## src/hdl/bal_pkg.sv

```systemverilog
package bal_pkg;
  localparam int BlockSize = 32;
  localparam int IdxW = $clog2(BlockSize);
  localparam int CntW = $clog2(BlockSize + 1);

  typedef struct packed {
    logic [7:0] val;
    logic [IdxW-1:0] idx;
    logic [IdxW-1:0] rank;
    logic [4:0] digit;
  } entry_t;
endpackage

```

## src/hdl/bal_front.sv

```systemverilog
module bal_front import bal_pkg::*; (
  input  logic clk,
  input  logic rst,
  input  logic in_valid,
  output logic in_ready,
  input  logic [7:0] in_sample,
  output logic q_valid,
  input  logic q_ready,
  output entry_t q_data
);
  localparam logic [1:0] S_FILL = 2'd0;
  localparam logic [1:0] S_SCAN = 2'd1;
  localparam logic [1:0] S_PUSH = 2'd2;

  logic [7:0] store [BlockSize];
  logic [1:0] state;
  logic [CntW-1:0] fill;
  logic [IdxW-1:0] cur;
  logic [IdxW-1:0] scan;
  logic [IdxW-1:0] rank;
  logic [4:0] digit;
  logic [7:0] cv;
  logic [7:0] sv;
  logic lt;
  logic gt;

  assign in_ready = (state == S_FILL);
  assign cv = store[cur];
  assign sv = store[scan];
  assign lt = ($signed(sv) < $signed(cv)) || (sv == cv && scan < cur);
  assign gt = $signed(sv) > $signed(cv) && scan < cur;
  assign q_valid = (state == S_PUSH);
  assign q_data = '{val: cv, idx: cur, rank: rank, digit: digit};

  always_ff @(posedge clk) begin
    if (in_valid && in_ready) begin
      store[fill[IdxW-1:0]] <= in_sample;
    end
    if (rst) begin
      state <= S_FILL;
      fill <= '0;
      cur <= '0;
      scan <= '0;
      rank <= '0;
      digit <= '0;
    end else begin
      unique case (state)
        S_FILL: begin
          if (in_valid) begin
            if (fill == CntW'(BlockSize - 1)) begin
              fill <= '0;
              state <= S_SCAN;
              cur <= '0;
              scan <= '0;
              rank <= '0;
              digit <= '0;
            end else begin
              fill <= fill + 1'b1;
            end
          end
        end
        S_SCAN: begin
          rank <= rank + IdxW'(lt);
          digit <= digit + 5'(gt);
          scan <= scan + 1'b1;
          if (scan == IdxW'(BlockSize - 1)) begin
            state <= S_PUSH;
          end
        end
        S_PUSH: begin
          if (q_ready) begin
            rank <= '0;
            digit <= '0;
            scan <= '0;
            cur <= cur + 1'b1;
            state <= (cur == IdxW'(BlockSize - 1)) ? S_FILL : S_SCAN;
          end
        end
        default: state <= S_FILL;
      endcase
    end
  end
endmodule

```

## src/hdl/bal_back.sv

```systemverilog
module bal_back import bal_pkg::*; (
  input  logic clk,
  input  logic rst,
  input  logic q_valid,
  output logic q_ready,
  input  entry_t q_data,
  output logic out_valid,
  input  logic out_ready,
  output logic [7:0] out_value,
  output logic [IdxW-1:0] out_index,
  output logic [7:0] out_delta,
  output logic [4:0] out_digit,
  output logic out_last
);
  localparam logic LOAD = 1'b0;
  localparam logic EMIT = 1'b1;

  logic [7:0] vals [BlockSize];
  logic [IdxW-1:0] idxs [BlockSize];
  logic [4:0] digs [BlockSize];
  logic state;
  logic [CntW-1:0] cnt;
  logic [IdxW-1:0] pos;
  logic [7:0] prev;
  logic rd_ok;
  logic rd_done;
  logic [7:0] rv;
  logic [IdxW-1:0] ri;
  logic [4:0] rdg;
  logic [IdxW-1:0] rpos;

  assign q_ready = (state == LOAD);
  assign rd_ok = (state == EMIT) && !rd_done && (!out_valid || out_ready);

  always_ff @(posedge clk) begin
    if (q_valid && q_ready) begin
      vals[q_data.rank] <= q_data.val;
      idxs[q_data.rank] <= q_data.idx;
      digs[q_data.rank] <= q_data.digit;
    end
    if (rd_ok) begin
      rv <= vals[pos];
      ri <= idxs[pos];
      rdg <= digs[pos];
      rpos <= pos;
    end
  end

  logic stage;
  assign out_valid = stage;
  assign out_value = rv;
  assign out_index = ri;
  assign out_digit = rdg;
  assign out_delta = (rpos == '0) ? 8'd0 : rv - prev;
  assign out_last = (rpos == IdxW'(BlockSize - 1));

  always_ff @(posedge clk) begin
    if (rst) begin
      state <= LOAD;
      cnt <= '0;
      pos <= '0;
      stage <= 1'b0;
      rd_done <= 1'b0;
      prev <= '0;
    end else begin
      if (stage && out_ready) begin
        prev <= rv;
      end
      if (rd_ok) begin
        stage <= 1'b1;
      end else if (out_ready) begin
        stage <= 1'b0;
      end
      unique case (state)
        LOAD: begin
          if (q_valid) begin
            if (cnt == CntW'(BlockSize - 1)) begin
              cnt <= '0;
              state <= EMIT;
              pos <= '0;
              rd_done <= 1'b0;
            end else begin
              cnt <= cnt + 1'b1;
            end
          end
        end
        EMIT: begin
          if (rd_ok) begin
            pos <= pos + 1'b1;
            if (pos == IdxW'(BlockSize - 1)) begin
              rd_done <= 1'b1;
            end
          end
          if (rd_done && (!stage || out_ready)) begin
            state <= LOAD;
          end
        end
        default: state <= LOAD;
      endcase
    end
  end
endmodule

```

## src/hdl/block_argsort_lehmer_coder_core.sv

```systemverilog
// Block argsort with Lehmer digits.
// Input: s_axis word = one signed 8-bit sample; 32 samples form a block.
// After the 32nd sample the front end ranks every sample by a scan over
// the stored block, one compare per cycle, and hands each ranked sample
// off before the next scan, while input is held off (s_axis_tready low).
// Ranked entries go through a handoff into a rank-addressed buffer in the
// back end, which then plays out 32 words in sorted order, one per cycle
// while the receiver is ready, with m_axis_tlast on the last. The front
// accepts the next block as soon as the buffer has taken its entries; the
// buffer readout goes from its read port into a single output register.
// When the receiver stalls, the output register holds and readout stops;
// the front then stalls at its handoff.
// Reset (rst, synchronous) clears counters and states; partial blocks drop.
// Throughput is set by the rank scan, which follows the fill of each block;
// no new sample is taken until the whole block is ranked and handed off.
module block_argsort_lehmer_coder_core import bal_pkg::*; (
  input  logic clk,
  input  logic rst,
  input  logic s_axis_tvalid,
  output logic s_axis_tready,
  input  logic [7:0] s_axis_tdata,   // [7:0] sample
  output logic m_axis_tvalid,
  input  logic m_axis_tready,
  output logic [31:0] m_axis_tdata,  // [7:0] value,[12:8] index,[20:13] delta,[25:21] digit
  output logic m_axis_tlast
);
  logic q_valid;
  logic q_ready;
  entry_t q_data;
  logic [7:0] value;
  logic [IdxW-1:0] index;
  logic [7:0] delta;
  logic [4:0] digit;

  bal_front u_front (
    .clk(clk), .rst(rst),
    .in_valid(s_axis_tvalid), .in_ready(s_axis_tready), .in_sample(s_axis_tdata),
    .q_valid(q_valid), .q_ready(q_ready), .q_data(q_data)
  );

  bal_back u_back (
    .clk(clk), .rst(rst),
    .q_valid(q_valid), .q_ready(q_ready), .q_data(q_data),
    .out_valid(m_axis_tvalid), .out_ready(m_axis_tready),
    .out_value(value), .out_index(index), .out_delta(delta),
    .out_digit(digit), .out_last(m_axis_tlast)
  );

  assign m_axis_tdata = {6'd0, digit, delta, 5'(index), value};
endmodule

```

## config.mk

```make
export PLATFORM = sky130hd
export DESIGN_NAME = block_argsort_lehmer_coder_core
export DESIGN_NICKNAME = d
export VERILOG_FILES = /design/src/hdl/bal_pkg.sv /design/src/hdl/bal_front.sv /design/src/hdl/bal_back.sv /design/src/hdl/block_argsort_lehmer_coder_core.sv
export SDC_FILE = /design/constraint.sdc
export NUM_CORES = 1
export LEC_CHECK = 0
export BUFFER_PORTS_ARGS = -buffer_cell sky130_fd_sc_hd__buf_2
export CAP_MARGIN = 30
export CORE_MARGIN = 2
export CORE_UTILIZATION = 30
export CTS_CLUSTER_SIZE = 24
export DETAILED_ROUTE_END_ITERATION = 12
export PLACE_DENSITY = 0.54
export SKIP_CTS_REPAIR_TIMING = 1
export SYNTH_ARGS = -nofsm -noshare
export SYNTH_HDL_FRONTEND = slang
export SYNTH_SLANG_ARGS = --single-unit
export TNS_END_PERCENT = 5
```

## constraint.sdc

```tcl
create_clock -name clk -period 5.46 [get_ports clk]
set_input_delay 1.092 -clock clk [delete_from_list [all_inputs] [get_ports clk]]
set_output_delay 1.092 -clock clk [all_outputs]
set_load 0.03 [all_outputs]
```

==> results of run 1 <==
==> per-stage QoR <==
| stage | hold slack, ps | power [mW] | area, um^2 | setup slack, ps | utilization [%] |
|---|---|---|---|---|---|
| 5_1_grt | 477 | 14.9 | 43500 | 486 | 34.7 |
| 3_3_place_gp | 444 | 8.00 | 40300 | 542 | 32.1 |
| 2_1_floorplan | 403 | 7.90 | 38000 | 1660 | - |
| 4_1_cts | 456 | 14.6 | 43500 | 689 | 34.7 |
| 3_5_place_dp | 448 | 8.01 | 40300 | 753 | 32.1 |
| 6_report | 455 | 14.4 | 43500 | 728 | 34.7 |
==> synthesized netlist by cell type, types with 5 or more instances <==
| master | number | share of area [%] |
|---|---|---|
| a22oi_1 | 91 | 1.8 |
| nor2_1 | 123 | 1.2 |
| dfxtp_1 | 60 | 3.2 |
| buf_4 | 20 | 0.40 |
| xnor2_1 | 9 | 0.21 |
| a2111oi_2 | 13 | 0.51 |
| a31oi_1 | 18 | 0.30 |
| a211oi_1 | 12 | 0.24 |
| o221ai_1 | 18 | 0.42 |
| nand4_1 | 5 | 0.082 |
| o21ai_0 | 11 | 0.15 |
| buf_1 | 10 | 0.099 |
| nand3_1 | 41 | 0.54 |
| mux4_2 | 172 | 10 |
| nor3_1 | 13 | 0.17 |
| nand3b_1 | 8 | 0.16 |
| edfxtp_1 | 855 | 68 |
| ha_1 | 34 | 1.1 |
| clkbuf_1 | 44 | 0.44 |
| xor2_1 | 5 | 0.12 |
| buf_2 | 54 | 0.71 |
| nand2_1 | 57 | 0.56 |
| a21oi_1 | 80 | 1.1 |
| and3_1 | 23 | 0.38 |
| nand2b_1 | 8 | 0.13 |
| a2111oi_0 | 9 | 0.21 |
| mux2i_1 | 193 | 5.1 |
| a22o_1 | 26 | 0.60 |
| inv_1 | 18 | 0.18 |
| or3_1 | 5 | 0.082 |
| o22ai_1 | 17 | 0.28 |
| nor2b_1 | 20 | 0.33 |
==> sequential cells by signal, indices dropped and copies added (netlist names), 2 cells and up, named ones only <==
| signal | flops |
|---|---|
| u_back.out_value | 8 |
| u_back.vals | 256 |
| u_back.pos | 5 |
| u_back.digs | 160 |
| u_front.store | 256 |
| u_back.out_digit | 5 |
| u_back.prev | 8 |
| u_front.digit | 5 |
| u_front.fill | 6 |
| u_front.state | 2 |
| u_front.rank | 5 |
| u_front.scan | 5 |
| u_back.out_index | 5 |
| u_back.idxs | 160 |
| u_back.cnt | 6 |
| u_back.rpos | 5 |
| u_front.cur | 5 |
==> logic make-up after synthesis <==
| group | share of synthesized area [%] |
|---|---|
| mux | 15.3 |
| compound gates | 6.15 |
| simple gates | 4.18 |
| fa+ha+maj | 1.17 |
| flops | 70.8 |
| xor+xnor | 0.323 |
| other cells | 0.00988 |
| buf+inv | 2.04 |
==> power by group <==
part           internal, mW  leakage, nW  switching (mW)
Combinational        0.0466         3.17           0.163
Clock                  3.85         1.53            2.74
Sequential             7.64         8.13         0.00667
==> worst max-delay path by stage <==
stage	start	end	slack [ps]	cells past startpoint
after floorplan	flip-flop	u_front.digit[4]$_SDFFE_PP0P_	1660	17
after global placement	flip-flop	u_front.digit[4]$_SDFFE_PP0P_	540	18
after detailed placement	flip-flop	u_front.rank[4]$_SDFFE_PP0P_	750	18
after CTS	flip-flop	u_front.digit[4]$_SDFFE_PP0P_	690	19
after global routing	flip-flop	u_front.digit[4]$_SDFFE_PP0P_	490	19
final	flip-flop	u_front.digit[4]$_SDFFE_PP0P_	730	19
==> area by class of cell <==
| cell class | instances | area, um^2 | area share (%) |
|---|---|---|---|
| antenna | 2 | 5.00 | 0.0115 |
| clock buffer | 127 | 2610 | 6.00 |
| clock inverter | 48 | 559 | 1.28 |
| inverter | 18 | 67.6 | 0.155 |
| multi-input combinational | 1067 | 10500 | 24.0 |
| sequential | 915 | 26900 | 61.8 |
| tap | 1650 | 2060 | 4.74 |
| timing repair buffer | 121 | 868 | 1.99 |
==> cells in the final DEF (no fill, tap or decap), types with 17 or more instances in the layout <==
| cell type | synthesis | layout |
|---|---|---|
| a21oi_1 | 80 | 80 |
| a22o_1 | 26 | 26 |
| a22oi_1 | 91 | 91 |
| a31oi_1 | 18 | 18 |
| and3_1 | 23 | 23 |
| buf_2 | 54 | 40 |
| buf_4 | 20 | 73 |
| clkbuf_1 | 44 | 25 |
| clkbuf_16 | 0 | 99 |
| clkinv_1 | 0 | 20 |
| dfxtp_1 | 60 | 52 |
| edfxtp_1 | 855 | 855 |
| ha_1 | 34 | 34 |
| inv_1 | 18 | 18 |
| mux2i_1 | 193 | 193 |
| mux4_2 | 172 | 172 |
| nand2_1 | 57 | 57 |
| nand3_1 | 41 | 41 |
| nor2_1 | 123 | 90 |
| nor2_2 | 0 | 24 |
| nor2b_1 | 20 | 18 |
| o221ai_1 | 18 | 18 |
| o22ai_1 | 17 | 17 |
==> metal layers <==
layer	part of all wire, %	vias up	GRT usage (%)
met5	0	-	0
met3	5.9	154	2.58
met1	44	10900	20.8
met4	2.4	0	4.40
met2	48	658	24.7
li1	-	8869	-
==> worst min-delay path, stage by stage (launching register included) <==
cell     delay, ps
dfxtp_1        310
nand2_1         50
a21oi_1         50
==> flow_summary.ini, run 1 <==
[detailed_routing]
wire_per_inst_um = 25.3
ant_nets = 0
routed_wl_um = 99900
avgViaCountPerCell = 5.22
vias = 20600
drtIter0Drc = 1981
first_pass_iters = 7
drc = 0

[worst_setup_path]
r2r_slack_ps = 730
critPathCaptureType = flip-flop
worstPathMaxFanout = 21
arrival_ps = 5320
critPathMaxStageDelay_ps = 790
crit_chain = buf_12 > nor2_1 > buf_4 > a22o_1 > a2111oi_0 > a31oi_1 > nand3_1 > ha_1 > nand4_1 > nor2_1 > a21oi_1 > a2bb2oi_1 > and3_1 > ha_1 > ha_1 > nand3_1 > nor2_1 > nor2_1 > a311oi_1
rr_worst_depth = 19
critPathBufInv = 2
start_kind = flip-flop
required_ps = 6040
worstSetupPathType = flip-flop to flip-flop
critPathMostFrequentCell = nor2_1
r2r-end = u_front.digit[4]$_SDFFE_PP0P_
path_delay_family = compound AO/OA/AOI/OAI gates
critPathSlowestCell = a2111oi_0

[global_route]
grt_usage_pct = 15.1
grt_first_pass_wirelength_um = 146000
grt_pass1_vias = 21200
grt_overflow = 0
grt_max_degree = 72
antenna_found_initial = 1

[layout]
nets = 2268
syn_to_final_growth_pct = 14.7
drive_above_1_share_pct = 21.2
layout.cells.non_filler = 3948
fill_cells = 11800

[floorplan]
initial_core_util_pct = 30.2
die_h_um = 360
die_area_um2 = 129000
core-area_um2 = 126000
rows = 130
io_pins = 47
die_w_um = 360

[timing]
tightest_slew_ps = 1120
hold_viol_final = 0
min_period_over_period_pct = 86.7
rsz0062_at_grt = no
period_minus_slack_ps = 4730
maxSlewHeadroom_pct = 25.1
finalClockSkew_ps = 50.2
fin_setup_tns_ps = 0
setup_viol = 0
final_max_slew_viol_count = 0
clock.fmax_mhz = 211

[logic_synthesis]
syn-cell-area_um2 = 37900
synth-seq-area-share_pct = 70.8
avgSynthCellArea_um2 = 17.8
synthCells = 2129
ys.flop_type = edfxtp_1
synth_edf_count = 855
post_synth_num_cell_types = 64
synth-seq-cells = 915
synthArstFlopShare_pct = 0
ys_warn_count = 0

[clocking]
clk_path_buf_depth = 3
cts_tree = yes
worstSkewPairLatency_ps = 700
clock_sinks = 915
clockRootBuffer = clkbuf_16
clkTransAtPathRegs_ps = 60
htreeDepth = 3
cts_inserted_buffers = 98

[worst_hold_path]
worstHoldStart = u_back.prev[3]$_SDFFE_PP0P_
min_path_type = flip-flop to flip-flop
min_path_cells = 2
holdPathEnd = u_back.prev[3]$_SDFFE_PP0P_

[power]
powerDensity_nw_per_um2 = 332
irDropWorstVdd_mv = 0.252
cellLeakagePower_nw = 12.8

[run_status]
run_status = completed

[flow_run]
cap_violations = 0

[place]
placed_cells = 3770
io_buffers = 40
hpwl_um = 62900
place_congestion = 0.893
(Power assumes the default switching activity.)
==> run 2: changes to the inputs <==
==> constraint.sdc (replaced) <==
create_clock -name clk -period 5.7 [get_ports clk]
set_input_delay 1.14 -clock clk [delete_from_list [all_inputs] [get_ports clk]]
set_output_delay 1.14 -clock clk [all_outputs]
set_load 0.03 [all_outputs]
==> flow_summary.ini, run 2 (synthesized netlist as in run 1, its figures left out) <==
[floorplan]
io_pins = 47
rows = 130
die_h_um = 360
die_w_um = 360
initial_core_util_pct = 30.2
die_area_um2 = 129000
core-area_um2 = 126000

[global_route]
antenna_found_initial = 3
grt_pass1_vias = 21100
grt_overflow = 0
grt_first_pass_wirelength_um = 143000
grt_usage_pct = 14.9
grt_max_degree = 62

[timing]
clock.fmax_mhz = 209
period_minus_slack_ps = 4790
hold_viol_final = 0
setup_slack_ps = 911
setup_viol = 0
final_max_slew_viol_count = 0
maxSlewHeadroom_pct = 30.1
min_period_over_period_pct = 84.0
hold-worst-slack_ps = 456
fin_setup_tns_ps = 0
rsz0062_at_grt = no
tightest_slew_ps = 1020
finalClockSkew_ps = 45.1

[run_status]
run_status = completed

[power]
internal_power_mw = 11.1
pwr-share-comb_pct = 1.4
irDropWorstVdd_mv = 0.215
clockPowerShare_pct = 46.0
finalPower_mw = 13.9
p_sw_mw = 2.82
p_sw_share_pct = 20.2
powerDensity_nw_per_um2 = 319
p_seq_share_pct = 52.6
cellLeakagePower_nw = 12.9

[layout]
fin_area_um2 = 43700
drive_above_1_share_pct = 21.9
final_common_cell = edfxtp_1
syn_to_final_growth_pct = 15.2
final_cell_mix = edfxtp_1, mux2i_1, mux4_2, clkbuf_16, a22oi_1
final_core_util_pct = 34.8
fill_cells = 11800
seqCellArea_um2 = 26900
nets = 2279
layout.cells.non_filler = 3966
multiInputGateArea_um2 = 10400

[clocking]
clkTransAtPathRegs_ps = 60
clk_path_buf_depth = 3
cts_tree = yes
clockRootBuffer = clkbuf_16
cts_inserted_buffers = 97
clock_sinks = 915
htreeDepth = 3
worstSkewPairLatency_ps = 680

[worst_setup_path]
crit_chain = buf_4 > mux2i_1 > a22o_1 > a2111oi_0 > a31oi_1 > and3_1 > ha_1 > inv_1 > a21o_1 > a21oi_1 > a2bb2oi_1 > and3_1 > ha_1 > ha_1 > nand3_1 > nor2_1 > nor2_1 > a311oi_1
arrival_ps = 5370
critPathMaxStageDelay_ps = 800
required_ps = 6280
start_kind = flip-flop
worstPathMaxFanout = 30
critPathCaptureType = flip-flop
critPathSlowestCell = a2111oi_0
worstSetupPathType = flip-flop to flip-flop
critPathMostFrequentCell = ha_1

[place]
dp_worst_setup_slack_ps = 796
place_congestion = 0.838
placed_cells = 3779
io_buffers = 40
postPlaceCellArea_um2 = 40400
hpwl_um = 61400

[detailed_routing]
vias = 20600
avgViaCountPerCell = 5.18
ant_nets = 0
routed_wl_um = 97900
first_pass_iters = 5
drc = 0
drtIter0Drc = 1974
wire_per_inst_um = 24.7

[worst_hold_path]
min_path_type = flip-flop to flip-flop

[flow_run]
cap_violations = 0
## run 2: layout make-up
cell class              instances  share of cell area (%)
multi-input cells            1067                    23.9
flip-flops and latches        915                    61.5
inverters                      18                   0.155
well taps                    1650                    4.72
clock buffers                 121                    5.85
diodes                          2                  0.0115
repair buffers                133                    2.25
clock inverters                60                    1.59
## run 2: critical path: cells and delay by family, from the launching register on
kind                       cells  cell delay [ps]
adders and majority gates      3              520
muxes                          1              150
DFF                            1              630
and+or+nand+nor                5              750
AOI/OAI and AO/OA              7             2050
buffers and inverters          2              590
## run 2: metal layers
layer  global-route usage, %  wire, um  vias up
met5                       0        20        -
met4                    4.70      2830        2
met3                    2.73      5560      172
met2                    24.5     47000      665
met1                    19.9     42400    10800
li1                        -         -     8896
## run 2: final timing paths
kind,start,end,slack [ps],cells after the start
worst min-delay path,u_back.prev[3]$_SDFFE_PP0P_,u_back.prev[3]$_SDFFE_PP0P_,460,2
worst min register to register,u_back.prev[3]$_SDFFE_PP0P_,u_back.prev[3]$_SDFFE_PP0P_,460,2
worst max-delay path,flip-flop,u_front.digit[4]$_SDFFE_PP0P_,910,18
worst max register to register,flip-flop,u_front.digit[4]$_SDFFE_PP0P_,910,18
## run 2: power groups by stage
stage	combinational, mW	clock (mW)	sequential, mW
finish	0.200	6.41	7.33
floorplan	0.0964	0	7.47
global placement	0.196	0	7.47
detailed placement	0.201	0	7.47
global route	0.219	6.81	7.33
CTS	0.201	6.56	7.33
==> run 3: changes to the inputs <==
--- a/config.mk
+++ b/config.mk
@@ -11,7 +11,7 @@
 export CORE_UTILIZATION = 30
 export CTS_CLUSTER_SIZE = 24
 export DETAILED_ROUTE_END_ITERATION = 12
-export PLACE_DENSITY = 0.54
+export PLACE_DENSITY = 0.55
 export SKIP_CTS_REPAIR_TIMING = 1
 export SYNTH_ARGS = -nofsm -noshare
 export SYNTH_HDL_FRONTEND = slang
==> constraint.sdc (replaced) <==
create_clock -name clk -period 4.15 [get_ports clk]
set_input_delay 0.83 -clock clk [delete_from_list [all_inputs] [get_ports clk]]
set_output_delay 0.83 -clock clk [all_outputs]
set_load 0.03 [all_outputs]
==> flow_summary.ini, run 3 (synthesized netlist as in run 1, its figures left out) <==
[worst_setup_path]
path_delay_family = simple AND/OR/NAND/NOR gates
arrival_ps = 4450
critPathSlowestCell = dfxtp_4
worstPathMaxFanout = 14
crit_chain = buf_12 > mux2i_1 > a22oi_1 > and3_1 > a31oi_2 > buf_4 > and3_1 > ha_1 > nand4_1 > nor2_2 > a21oi_1 > a2bb2oi_2 > buf_4 > and3_1 > ha_1 > ha_1 > nand3_1 > nor2_1 > nor2_1 > a311oi_1
r2r_slack_ps = 290
r2r-end = u_front.digit[4]$_SDFFE_PP0P_
critPathBufInv = 3
rr_worst_depth = 20
critPathCaptureType = flip-flop
required_ps = 4730
start_kind = flip-flop
critPathMaxStageDelay_ps = 450
worstSetupPathType = flip-flop to flip-flop

[place]
place_congestion = 0.837
io_buffers = 40
hpwl_um = 61400
placed_cells = 3823

[power]
p_sw_mw = 4.00
cellLeakagePower_nw = 13.4
internal_power_mw = 15.8
irDropWorstVdd_mv = 0.307
p_seq_share_pct = 50.9
clockPowerShare_pct = 47.6
p_sw_share_pct = 20.2
pwr-share-comb_pct = 1.6
powerDensity_nw_per_um2 = 444

[detailed_routing]
ant_nets = 0
avgViaCountPerCell = 5.16
drc = 0
routed_wl_um = 96600
vias = 20700
drtIter0Drc = 1888
first_pass_iters = 7
wire_per_inst_um = 24.1

[timing]
finalClockSkew_ps = 55.2
period_minus_slack_ps = 3860
final_max_slew_viol_count = 0
fin_setup_tns_ps = 0
clock.fmax_mhz = 259
hold_viol_final = 0
setup_viol = 0
min_period_over_period_pct = 93.1
rsz0062_at_grt = no
maxSlewHeadroom_pct = 28.1
tightest_slew_ps = 1080

[layout]
antennaDiodeCount = 0
final_cell_mix = edfxtp_1, mux2i_1, mux4_2, buf_4, clkbuf_16
seqCellArea_um2 = 26900
syn_to_final_growth_pct = 17.4
fill_cells = 11700
nets = 2327
final_core_util_pct = 35.5
multiInputGateArea_um2 = 10500
layout.cells.non_filler = 4012
final_common_cell = edfxtp_1
drive_above_1_share_pct = 24.9

[global_route]
grt_max_degree = 58
antenna_found_initial = 1
grt_pass1_vias = 21100
grt_usage_pct = 14.6
grt_overflow = 0
grt_first_pass_wirelength_um = 142000

[floorplan]
die_w_um = 360
core-area_um2 = 126000
die_area_um2 = 129000
io_pins = 47
die_h_um = 360
initial_core_util_pct = 30.2
rows = 130

[worst_hold_path]
min_path_type = flip-flop to flip-flop
worstHoldStart = u_back.prev[4]$_SDFFE_PP0P_
holdPathEnd = u_back.prev[4]$_SDFFE_PP0P_
min_path_cells = 2

[flow_run]
cap_violations = 0

[clocking]
clkTransAtPathRegs_ps = 60
htreeDepth = 3
worstSkewPairLatency_ps = 710
clock_sinks = 915
cts_inserted_buffers = 97
cts_tree = yes
clk_path_buf_depth = 3
clockRootBuffer = clkbuf_16

[run_status]
run_status = completed
## run 3: how the worst max path moves through the flow
| stage | end | cells after the start |
|---|---|---|
| finish | u_front.digit[4]$_SDFFE_PP0P_ | 20 |
| global placement | u_front.digit[4]$_SDFFE_PP0P_ | 21 |
| detailed placement | u_front.digit[4]$_SDFFE_PP0P_ | 21 |
| global route | u_front.digit[4]$_SDFFE_PP0P_ | 20 |
| CTS | u_front.digit[4]$_SDFFE_PP0P_ | 21 |
| floorplan | u_front.digit[4]$_SDFFE_PP0P_ | 17 |
## run 3: worst min-delay path, cell delays in order (launching register included)
cell	delay, ps
dfxtp_1	310
nand2_1	50
a21oi_1	50
## run 3: cell type report
type                            count  share of cell area (%)
Clock buffer                      120                    5.78
Timing Repair Buffer              181                    3.46
Sequential cell                   915                    60.4
Multi-Input combinational cell   1067                    23.5
Tap cell                         1650                    4.63
Inverter                           18                   0.152
Clock inverter                     61                    2.10
## run 3: power groups by stage
stage	Combinational (mW)	Clock (mW)	Sequential, mW
after floorplan	0.132	0	10.3
after global placement	0.297	0	10.3
after detailed placement	0.304	0	10.3
after CTS	0.305	9.61	10.1
after global routing	0.337	9.97	10.1
final	0.311	9.41	10.1
## run 3: stage by stage
| step | area, um^2 | worst slack [ps] | total power, mW | hold WS, ps |
|---|---|---|---|---|
| floorplan | 38000 | 351 | 10.4 | 403 |
| global placement | 40900 | -19.3 | 10.6 | 446 |
| detailed placement | 40900 | 77.4 | 10.6 | 449 |
| CTS | 44400 | 54.8 | 20.0 | 439 |
| global route | 44600 | 1.88 | 20.4 | 482 |
| finish | 44600 | 285 | 19.8 | 455 |
## run 3: per-layer routing
metal  global-route usage [%]  vias to the layer above  wire, um
li1                         -                     9003         -
met2                     24.5                      656     47500
met3                     2.20                      132      5400
met4                     4.36                        2      2040
met5                        0                        -         9
met1                     19.7                    10900     41700
